==> config.mk <==
export PLATFORM = sky130hd
export DESIGN_NAME = ordered_value_list_table_unit
export DESIGN_NICKNAME = d
export VERILOG_FILES = /design/src/design/ovlt_pkg.sv /design/src/design/ovlt_datapath.sv /design/src/design/ovlt_ctrl.sv /design/src/design/ordered_value_list_table_unit.sv
export VERILOG_INCLUDE_DIRS = /design/src /design/src/design
export SDC_FILE = /design/constraint.sdc
export NUM_CORES = 2
export LEC_CHECK = 0
export ABC_AREA = 0
export BUFFER_PORTS_ARGS = -buffer_cell sky130_fd_sc_hd__buf_4
export CAP_MARGIN = 20
export CORE_ASPECT_RATIO = 1.4
export CORE_MARGIN = 1.5
export CORE_UTILIZATION = 57
export CTS_CLUSTER_SIZE = 14
export DETAILED_ROUTE_END_ITERATION = 10
export PLACE_DENSITY_LB_ADDON = 0.08
export SLEW_MARGIN = 10
export SYNTH_ARGS = -nofsm -noshare
export SYNTH_HDL_FRONTEND = slang
export SYNTH_SLANG_ARGS = --single-unit
export TNS_END_PERCENT = 20
==> constraint.sdc <==
create_clock -name clk -period 5.1 [get_ports clk]
set_input_delay 1.275 -clock clk [delete_from_list [all_inputs] [get_ports clk]]
set_output_delay 1.275 -clock clk [all_outputs]
set_load 0.02 [all_outputs]
==> src/design/ordered_value_list_table_unit_macros.svh <==
// Assertion macros shared by the ordered value list modules
`ifndef ORDERED_VALUE_LIST_TABLE_UNIT_MACROS_SVH
`define ORDERED_VALUE_LIST_TABLE_UNIT_MACROS_SVH

// Same-cycle implication, sampled on clk, off while in reset
`define OVLT_ASSERT_NOW(label, ante, cons, msg) \
  label: assert property (@(posedge clk) disable iff (!rst_n) (ante) |-> (cons)) \
    else $error(msg);

// Next-cycle implication, sampled on clk, off while in reset
`define OVLT_ASSERT_NEXT(label, ante, cons, msg) \
  label: assert property (@(posedge clk) disable iff (!rst_n) (ante) |=> (cons)) \
    else $error(msg);

`endif

==> src/design/ovlt_pkg.sv <==
// Shared types, command codes and defaults for the ordered value list
package ovlt_pkg;

  // Default store depth
  localparam int DEPTH_DEF = 64;

  // Command codes
  localparam logic [1:0] CMD_APPEND = 2'd0;
  localparam logic [1:0] CMD_COUNT  = 2'd1;
  localparam logic [1:0] CMD_REMOVE = 2'd2;

  // Result status codes
  localparam logic STAT_OK   = 1'b0;
  localparam logic STAT_FULL = 1'b1;

  // Counts on the result word are reported on 7 bits
  typedef logic [6:0] cnt_out_t;

  typedef struct packed {
    logic [1:0]         cmd;
    logic signed [31:0] item_value;
  } in_word_t;

  typedef struct packed {
    logic     status;
    cnt_out_t match_count;
    cnt_out_t list_size;
  } out_word_t;

  // Controller states
  typedef enum logic [1:0] {
    ST_IDLE,
    ST_EXEC,
    ST_SCAN,
    ST_RESULT
  } state_t;

  // Controller to datapath commands
  typedef struct packed {
    logic load;      // latch input word, clear scan counters
    logic append;    // append latched value if room
    logic issue;     // read the entry at the scan pointer
    logic commit;    // scan done, update size after remove
    logic out_load;  // move result into the output register
  } ctl_cmd_t;

  // Datapath to controller status
  typedef struct packed {
    logic is_append;
    logic is_scan;
    logic scan_more;
    logic cmp_vld;
  } dp_stat_t;

endpackage

==> src/design/ovlt_datapath.sv <==
// Datapath: entry memory, scan pointers, compare and result register
`include "ordered_value_list_table_unit_macros.svh"

module ovlt_datapath #(
  parameter int DEPTH = ovlt_pkg::DEPTH_DEF
) (
  input  logic                clk,
  input  logic                rst_n,
  input  ovlt_pkg::in_word_t  in_word,
  input  ovlt_pkg::ctl_cmd_t  cmd,
  output ovlt_pkg::dp_stat_t  stat,
  output ovlt_pkg::out_word_t out_word
);

  localparam int AW = (DEPTH > 1) ? $clog2(DEPTH) : 1;
  localparam int CW = $clog2(DEPTH + 1);

  logic [31:0]         mem [DEPTH];
  logic [31:0]         rdata_r;
  ovlt_pkg::in_word_t  req_r;
  logic [CW-1:0]       count_r, count_nxt;
  logic [CW-1:0]       rd_r, rd_nxt;
  logic [CW-1:0]       wr_r, wr_nxt;
  logic [CW-1:0]       match_r, match_nxt;
  logic                status_r, status_nxt;
  logic                cmp_vld_r;
  ovlt_pkg::out_word_t out_r;

  logic          full;
  logic          hit;
  logic          mem_we;
  logic [AW-1:0] mem_waddr;
  logic [31:0]   mem_wdata;

  assign full = (count_r == CW'(DEPTH));
  assign hit  = (rdata_r == req_r.item_value);

  // Status toward the controller
  assign stat.is_append = (req_r.cmd == ovlt_pkg::CMD_APPEND);
  assign stat.is_scan   = (req_r.cmd == ovlt_pkg::CMD_COUNT) ||
                          (req_r.cmd == ovlt_pkg::CMD_REMOVE);
  assign stat.scan_more = (rd_r < count_r);
  assign stat.cmp_vld   = cmp_vld_r;

  // Single write port: append at the tail, or compaction during remove
  always_comb begin
    mem_we    = 1'b0;
    mem_waddr = count_r[AW-1:0];
    mem_wdata = req_r.item_value;
    if (cmd.append && !full) begin
      mem_we = 1'b1;
    end else if (cmp_vld_r && !hit && req_r.cmd == ovlt_pkg::CMD_REMOVE) begin
      mem_we    = 1'b1;
      mem_waddr = wr_r[AW-1:0];
      mem_wdata = rdata_r;
    end
  end

  // Entry memory with registered read
  always_ff @(posedge clk) begin
    if (mem_we) begin
      mem[mem_waddr] <= mem_wdata;
    end
    if (cmd.issue) begin
      rdata_r <= mem[rd_r[AW-1:0]];
    end
  end

  // Scan counters, size and status
  always_comb begin
    count_nxt  = count_r;
    rd_nxt     = rd_r;
    wr_nxt     = wr_r;
    match_nxt  = match_r;
    status_nxt = status_r;
    if (cmd.load) begin
      rd_nxt     = '0;
      wr_nxt     = '0;
      match_nxt  = '0;
      status_nxt = ovlt_pkg::STAT_OK;
    end
    if (cmd.append) begin
      if (full) begin
        status_nxt = ovlt_pkg::STAT_FULL;
      end else begin
        count_nxt = count_r + CW'(1);
      end
    end
    if (cmd.issue) begin
      rd_nxt = rd_r + CW'(1);
    end
    if (cmp_vld_r) begin
      if (hit) begin
        match_nxt = match_r + CW'(1);
      end else begin
        wr_nxt = wr_r + CW'(1);
      end
    end
    if (cmd.commit && req_r.cmd == ovlt_pkg::CMD_REMOVE) begin
      count_nxt = wr_r;
    end
  end

  always_ff @(posedge clk) begin
    if (!rst_n) begin
      count_r   <= '0;
      cmp_vld_r <= 1'b0;
    end else begin
      count_r   <= count_nxt;
      cmp_vld_r <= cmd.issue;
    end
  end

  always_ff @(posedge clk) begin
    rd_r     <= rd_nxt;
    wr_r     <= wr_nxt;
    match_r  <= match_nxt;
    status_r <= status_nxt;
    if (cmd.load) begin
      req_r <= in_word;
    end
  end

  // Result register
  always_ff @(posedge clk) begin
    if (cmd.out_load) begin
      out_r.status      <= status_r;
      out_r.match_count <= ovlt_pkg::cnt_out_t'(match_r);
      out_r.list_size   <= ovlt_pkg::cnt_out_t'(count_r);
    end
  end

  assign out_word = out_r;

  `OVLT_ASSERT_NOW(a_count_bound, 1'b1, count_r <= CW'(DEPTH), "entry count above depth")
  `OVLT_ASSERT_NOW(a_remove_tally, cmd.commit,
    ({1'b0, wr_r} + {1'b0, match_r}) == {1'b0, rd_r}, "scan tally does not add up")
  `OVLT_ASSERT_NEXT(a_full_refuse, cmd.append && full,
    (count_r == CW'(DEPTH)) && (status_r == ovlt_pkg::STAT_FULL), "full append not refused")

endmodule

==> src/design/ovlt_ctrl.sv <==
// Controller: command sequencing and output handshake
`include "ordered_value_list_table_unit_macros.svh"

module ovlt_ctrl (
  input  logic               clk,
  input  logic               rst_n,
  input  logic               in_valid,
  output logic               in_ready,
  output logic               out_valid,
  input  logic               out_ready,
  input  ovlt_pkg::dp_stat_t stat,
  output ovlt_pkg::ctl_cmd_t cmd
);

  ovlt_pkg::state_t state_r, state_nxt;
  logic             out_valid_r, out_valid_nxt;
  logic             slot_free;

  assign slot_free = !out_valid_r || out_ready;
  assign in_ready  = (state_r == ovlt_pkg::ST_IDLE);
  assign out_valid = out_valid_r;

  always_ff @(posedge clk) begin
    if (!rst_n) begin
      state_r     <= ovlt_pkg::ST_IDLE;
      out_valid_r <= 1'b0;
    end else begin
      state_r     <= state_nxt;
      out_valid_r <= out_valid_nxt;
    end
  end

  // Next state and datapath commands
  always_comb begin
    state_nxt     = state_r;
    cmd           = '0;
    out_valid_nxt = out_valid_r && !out_ready;
    case (state_r)
      ovlt_pkg::ST_IDLE: begin
        if (in_valid) begin
          cmd.load  = 1'b1;
          state_nxt = ovlt_pkg::ST_EXEC;
        end
      end
      ovlt_pkg::ST_EXEC: begin
        if (stat.is_append) begin
          cmd.append = 1'b1;
          state_nxt  = ovlt_pkg::ST_RESULT;
        end else if (stat.is_scan) begin
          state_nxt = ovlt_pkg::ST_SCAN;
        end else begin
          state_nxt = ovlt_pkg::ST_RESULT;
        end
      end
      ovlt_pkg::ST_SCAN: begin
        // one read a cycle; finish once the last compare has retired
        cmd.issue = stat.scan_more;
        if (!stat.scan_more && !stat.cmp_vld) begin
          cmd.commit = 1'b1;
          state_nxt  = ovlt_pkg::ST_RESULT;
        end
      end
      ovlt_pkg::ST_RESULT: begin
        if (slot_free) begin
          cmd.out_load  = 1'b1;
          out_valid_nxt = 1'b1;
          state_nxt     = ovlt_pkg::ST_IDLE;
        end
      end
      default: begin
        state_nxt = ovlt_pkg::ST_IDLE;
      end
    endcase
  end

  `OVLT_ASSERT_NOW(a_no_overwrite, cmd.out_load, slot_free, "result overwritten before taken")
  `OVLT_ASSERT_NEXT(a_accept_exec, in_valid && in_ready, state_r == ovlt_pkg::ST_EXEC,
    "accepted word not executed")
  `OVLT_ASSERT_NEXT(a_out_hold, out_valid_r && !out_ready, out_valid_r,
    "result dropped before taken")

endmodule

==> src/design/ordered_value_list_table_unit.sv <==
// Ordered value list: append, count matches and remove all matches in a fixed store.
// One word is taken at a time. Append and the unused code pass from acceptance through
// the execute and result states to the result register; count and remove walk the stored
// entries through the memory's read port one entry per cycle. A new word is accepted once
// the current result is in the output register, while that result still waits to be taken.
// No clearing pass after reset: the size starts at zero.
module ordered_value_list_table_unit #(
  parameter int DEPTH = ovlt_pkg::DEPTH_DEF
) (
  input  logic                clk,
  input  logic                rst_n,
  input  logic                in_valid,
  output logic                in_ready,
  input  ovlt_pkg::in_word_t  in_word,
  output logic                out_valid,
  input  logic                out_ready,
  output ovlt_pkg::out_word_t out_word
);

  ovlt_pkg::ctl_cmd_t cmd;
  ovlt_pkg::dp_stat_t stat;

  ovlt_ctrl u_ctrl (
    .clk       (clk),
    .rst_n     (rst_n),
    .in_valid  (in_valid),
    .in_ready  (in_ready),
    .out_valid (out_valid),
    .out_ready (out_ready),
    .stat      (stat),
    .cmd       (cmd)
  );

  ovlt_datapath #(
    .DEPTH (DEPTH)
  ) u_dp (
    .clk      (clk),
    .rst_n    (rst_n),
    .in_word  (in_word),
    .cmd      (cmd),
    .stat     (stat),
    .out_word (out_word)
  );

endmodule
Word level (Yosys, flattened, before mapping)
Memory sizes are Yosys's and may differ from the RTL's. A register that Yosys moved wholly into a read port is not among the register bits.
Cells that the tools add are included.

storage, ports and cells
  register bits = 82
  RAM bits = 2,048
  bits of input ports = 38
  output and inout bits = 17
  logic and storage cells = 88
  memories kept = 1

cells by class
  add/sub/neg operators = 4
  magnitude comparators = 1
  equal/unequal tests = 11
  multiplexer cells = 38
  reduce and logical (&&, ||, !) cells = 20

memory list
  memory    depth  width  read ports  clocked after Yosys merged registers in  write ports  line                 text
  u_dp.mem  64     32     1           1                                        1            ovlt_datapath.sv:18  logic [31:0] mem [DEPTH];

operators with widths
  cell                                            number
  2-to-1 mux 7 bit                                11
  2-to-1 mux 32 bit                               2
  == test 32 bit                                  1
  adder 7 x 1 -> 7 bit (second input constant)    4
  2-to-1 mux 1 bit                                18
  2-to-1 mux 6 bit                                2
  2-to-1 mux 2 bit                                4
  case mux 2 bit (4 select lines)                 1
  == test 7 bit (second input constant)           1
  < comparator 7 bit                              1
  == test 2 bit (second input constant)           3
  logical AND 1 bit                               6
  logical NOT 1 bit                               6
  == test 2 x 1 -> 1 bit (second input constant)  2
  logical NOT 2 bit                               2
  != test 2 x 1 -> 1 bit (second input constant)  2
  != test 2 bit (second input constant)           2
  nonzero test 2 bit                              2
  AND reduction 3 bit                             1
  logical OR 1 bit                                2
  AND reduction 2 bit                             1

Logic depth before layout (Yosys ltp)
  word-level depth = 8
  gate-level depth with buffers = 10

Cells and area by module
From an unflattened synthesis, not the netlist that was laid out.

second synthesis, totals
  cell total of the unflattened synthesis = 3,414
  area total of the unflattened synthesis = 83,216.1 um^2

by module, submodules not included
  module         times used  cells an instance  area each (um^2)  sequential area each (um^2)
  ovlt_datapath  1           3,384              82,954.6          64,602.0
  ovlt_ctrl      1           30                 261.5             60.1

Worst setup path after synthesis
No wires, ideal clock.

  path kind = register to register
  start point = reg u_dp.count_r[1]
  end point = mem u_dp.mem[10][0] (enable)
  arrival time = 4.447 ns
  slack = 0.181 ns
  cell stages (with the launch flop) = 11
  buffers on the path = 1
  period minus slack after synthesis = 4.919 ns
  cell sequence = dfxtp_1 -> clkbuf_1 -> inv_1 -> ha_1 -> nand2_1 -> nor4b_2 -> nand3b_4 -> nor2_1 -> nand3_1 -> o21a_1 -> o32ai_1

on the way
  word-level cells in the longest chain between the ends = 6
  elaborated cells on any way between the ends = 8

RTL lines
  element                                 line                  text
  start, declared                         ovlt_datapath.sv:21   logic [CW-1:0] count_r, count_nxt;
  start signal, assigned                  ovlt_datapath.sv:109  count_r <= count_nxt;
  == test 7 bit                           ovlt_datapath.sv:35   assign full = (count_r == CW'(DEPTH));
  logical NOT 1 bit                       ovlt_datapath.sv:50   if (cmd.append && !full) begin
  logical AND 1 bit                       ovlt_datapath.sv:50
  2-to-1 mux 1 bit                        ovlt_datapath.sv:50
  2-to-1 mux 1 bit                        ovlt_datapath.sv:61   if (mem_we) begin
  2-to-1 mux 1 bit (not written as such)  ovlt_datapath.sv:62   mem[mem_waddr] <= mem_wdata;
  end, declared                           ovlt_datapath.sv:18

Parallel ways exist; a longest one is shown, timed or not.

Worst setup path after layout
  start point = reg u_dp.req_r[8] in the netlist's numbering
  end point = mem u_dp.mem[34][1], data pin

on the way
  word-level cells in the longest chain between the ends = 6

RTL lines
  element                         line                  text
  start, declared                 ovlt_datapath.sv:20   ovlt_pkg::in_word_t req_r;
  start signal, assigned          ovlt_datapath.sv:120  req_r <= in_word;
  == test 32 bit                  ovlt_datapath.sv:36   assign hit = (rdata_r == req_r.item_value);
  logical NOT 1 bit               ovlt_datapath.sv:52   end else if (cmp_vld_r && !hit && req_r.cmd == ovlt_pkg::CMD_REMOVE) begin
  logical AND 1 bit (2 in a row)  ovlt_datapath.sv:52
  2-to-1 mux 32 bit               ovlt_datapath.sv:52
  2-to-1 mux 32 bit               ovlt_datapath.sv:50
  via u_dp.mem_wdata[1]           ovlt_datapath.sv:33   logic [31:0] mem_wdata;

The timed path passes the listed nets, and every way through them passes these cells.

==> results_dict.tcl <==
set metrics [dict create \
    initial_core_util 0.575 \
    hold_buffers 0 \
    viasPerCell 6.68 \
    criticalPathCategory "reg -> reg" \
    crit_arrival_ns 4.69 \
    die_h_um 455 \
    synthesis.nets 3513 \
    slew_violations 0 \
    synthTopCellsByCount "2136 x edfxtp_1, 640 x mux4_2, 112 x clkbuf_1" \
    clk_latency_ns 0.84 \
    nets 3738 \
    core_region_area_mm2 0.145 \
    n_antenna_cell 0 \
    synth_top_cell_by_area "edfxtp_1" \
    yosysMostFrequentCell "edfxtp_1" \
    placed_cell_area_mm2 0.0880 \
    grt.total_usage 0.287 \
    worstPathRequired_ns 5.58 \
    detail-route-antenna-nets 0 \
    netlist_area_mm2 0.0832 \
    final-hold-violation-count 0 \
    rows 165 \
    fin_crit_ns 4.21 \
    max_freq_mhz 237 \
    critPathSlowestCell "mux2_2" \
    fin_crit_sh 0.826 \
    fin_tns_setup_ns 0 \
    cts_buffers 195 \
    worst_slew_margin_rel 0.226 \
    vdd_ir_drop_max_mv 0.596 \
    grt_max_degree 106 \
    seqPwrFrac 0.463 \
    gp_congestion 0.899 \
    hp-class "reg -> reg" \
    synth.area.top_cells "edfxtp_1 77%, mux4_2 17%, dfxtp_1 0.63%" \
    internal_power_w 0.0332 \
    power_switching_w 0.0122 \
    drv_cap 0 \
    rsz0062_at_grt "false" \
    postSynthAreaPerCell_um2 24.1 \
    status "finished, final reports clean" \
    ys_types 59 \
    pwr_density_cell_mw_per_mm2 483 \
    drive_gt1_frac 0.316 \
    clk_pin_slew_ns 0.07 \
    yosys_warnings 0 \
    ys_ff_latch 2162 \
    swShare 0.269 \
    grt_pass1_vias 39700 \
    syn-instance-count 3458 \
    firstDrtPassIters 7 \
    comb_power_share 0.228 \
    vias 38500 \
    seq_area_frac_synth 0.777 \
    ys.flop_type "edfxtp_1" \
    crit_path_max_fanout 64 \
    wl_per_cell_um 36.1 \
    cpPeakStageDelay_ns 0.97 \
    route.detailed.drc 0 \
    area_growth_pct 13.1 \
    ctsLongestPathBuffers 3 \
    setup_violations 0 \
    drt_iter0_markers 4574 \
    clock_skew_ns 0.0223 \
    startpoint_type "flip-flop" \
    p_leak_nw 28.7 \
    die_width_um 326 \
    grt_pass1_wl_um 294000 \
    cts_root_buf "clkbuf_16" \
    grt_overflow_total 0 \
    tightest_slew_ns 1.16 \
    fin_area_mm2 0.0941 \
    wirelength_um 208000 \
    hpwl_um 110000 \
    die_area_mm2 0.148 \
    cp_cell_sequence "xor2_1 > nor4_1 > nand4_1 > o2111ai_4 > buf_4 > mux2_2" \
    io_pins 55 \
    cts_resized 0 \
    cts_max_level 4 \
    cp-end-kind "flip-flop" \
    async_flop_share 0 \
    antenna_found_initial 3 \
    synth_top_cell_area_share 0.771 \
    io_buffers 54 \
    clkPwrFrac 0.310 \
    post_cts_buffers 0 \
    cts.sinks 2162 \
    synth_edf_count 2136 \
    cts_tree "built" \
    finalPower_w 0.0455 \
]
power groups by stage:
| stage | Combinational [W] | Sequential [W] | Clock, W |
|---|---|---|---|
| 2_1_floorplan | 0.00702 | 0.0214 | 0 |
| 3_3_place_gp | 0.0102 | 0.0214 | 0 |
| 3_5_place_dp | 0.0104 | 0.0214 | 0 |
| 4_1_cts | 0.0104 | 0.0210 | 0.0143 |
| 5_1_grt | 0.0109 | 0.0210 | 0.0149 |
| 6_report | 0.0104 | 0.0210 | 0.0141 |
cells by family after synthesis:
logic type,share of synthesized area
AND/OR/NAND/NOR,0.0101
XOR/XNOR,0.00463
multiplexers,0.179
flip-flops,0.777
AO/OA/AOI/OAI,0.0157
buffers and inverters,0.0111
adder cells (fa/ha/maj),0.00256
final cells by class:
| class | instances | area, um2 |
|---|---|---|
| tap | 1920 | 2400 |
| clock inverter | 107 | 852 |
| fill | 9191 | 50600 |
| multi-input combinational | 1089 | 18700 |
| timing repair buffer | 214 | 2170 |
| sequential | 2162 | 64700 |
| clock buffer | 252 | 5220 |
| inverter | 21 | 78.8 |
flip-flops by register name, indices dropped and copies added, names as in the netlist:
name              cells
u_dp.mem           2048
u_dp.req_r           34
u_dp.rdata_r         32
u_dp.out_word        15
u_dp.count_r          7
u_dp.match_r          7
u_dp.rd_r             7
u_dp.wr_r             7
u_ctrl.state_r        2
u_ctrl.out_valid      1
u_dp.cmp_vld_r        1
u_dp.status_r         1
per-layer routing:
metal	up-vias	share of wire	wire length (um)	GRT usage
met4	0	0.036	7450	0.102
met1	21000	0.38	78800	0.387
li1	15400	-	-	-
met5	-	0	0	0
met2	1803	0.51	107000	0.483
met3	307	0.072	14900	0.0440
critical path, delay by kind of cell, from the launching register on:
family / cells / cell delay (ns)
buf+inv: 1 / 0.56
compound gates: 1 / 0.76
flops: 1 / 0.42
xor+xnor: 1 / 0.19
mux: 1 / 0.97
simple gates: 2 / 0.91
metrics by stage:
stage / worst slack, ns / util / hold slack, ns / instances
detailed placement: 0.743 / 0.608 / 0.469 / 5404
CTS: 0.736 / 0.650 / 0.488 / 5763
global route: 0.679 / 0.650 / 0.495 / 5765
global placement: 0.904 / 0.608 / 0.464 / 5404
finish: 0.888 / 0.650 / 0.486 / 5765
floorplan: 0.181 / - / 0.403 / 3458
worst paths after layout:
path	startpoint	endpoint	slack, ns	cells after the start
hold reg to reg	u_dp.status_r$_DFF_P_	u_dp.out_word[14]$_DFFE_PP_	0.49	0
setup / recovery	u_dp.req_r[8]$_DFFE_PP_	u_dp.mem[34][1]$_DFFE_PP_	0.89	6
hold / removal	u_dp.status_r$_DFF_P_	u_dp.out_word[14]$_DFFE_PP_	0.49	0
setup reg to reg	u_dp.req_r[8]$_DFFE_PP_	u_dp.mem[34][1]$_DFFE_PP_	0.89	6
layout by cell type, fill, tap and decap left out, types with 9 or more instances in the layout:
cell type and n:
clkinv_1 55, nand2_1 64, mux4_2 640, o22ai_4 9, nor2_4 10, clkbuf_1 50
clkbuf_16 200, xor2_1 35, xnor2_1 9, a22oi_1 66, clkinv_2 26, buf_12 42
ha_1 17, o32ai_4 44, bufinv_16 12, nor4_1 9, inv_1 17, nor2_1 29
buf_4 170, edfxtp_1 2136, dfxtp_1 26, nand3_1 26, mux2_2 30
No activity file was read; power rests on OpenSTA's default activity.
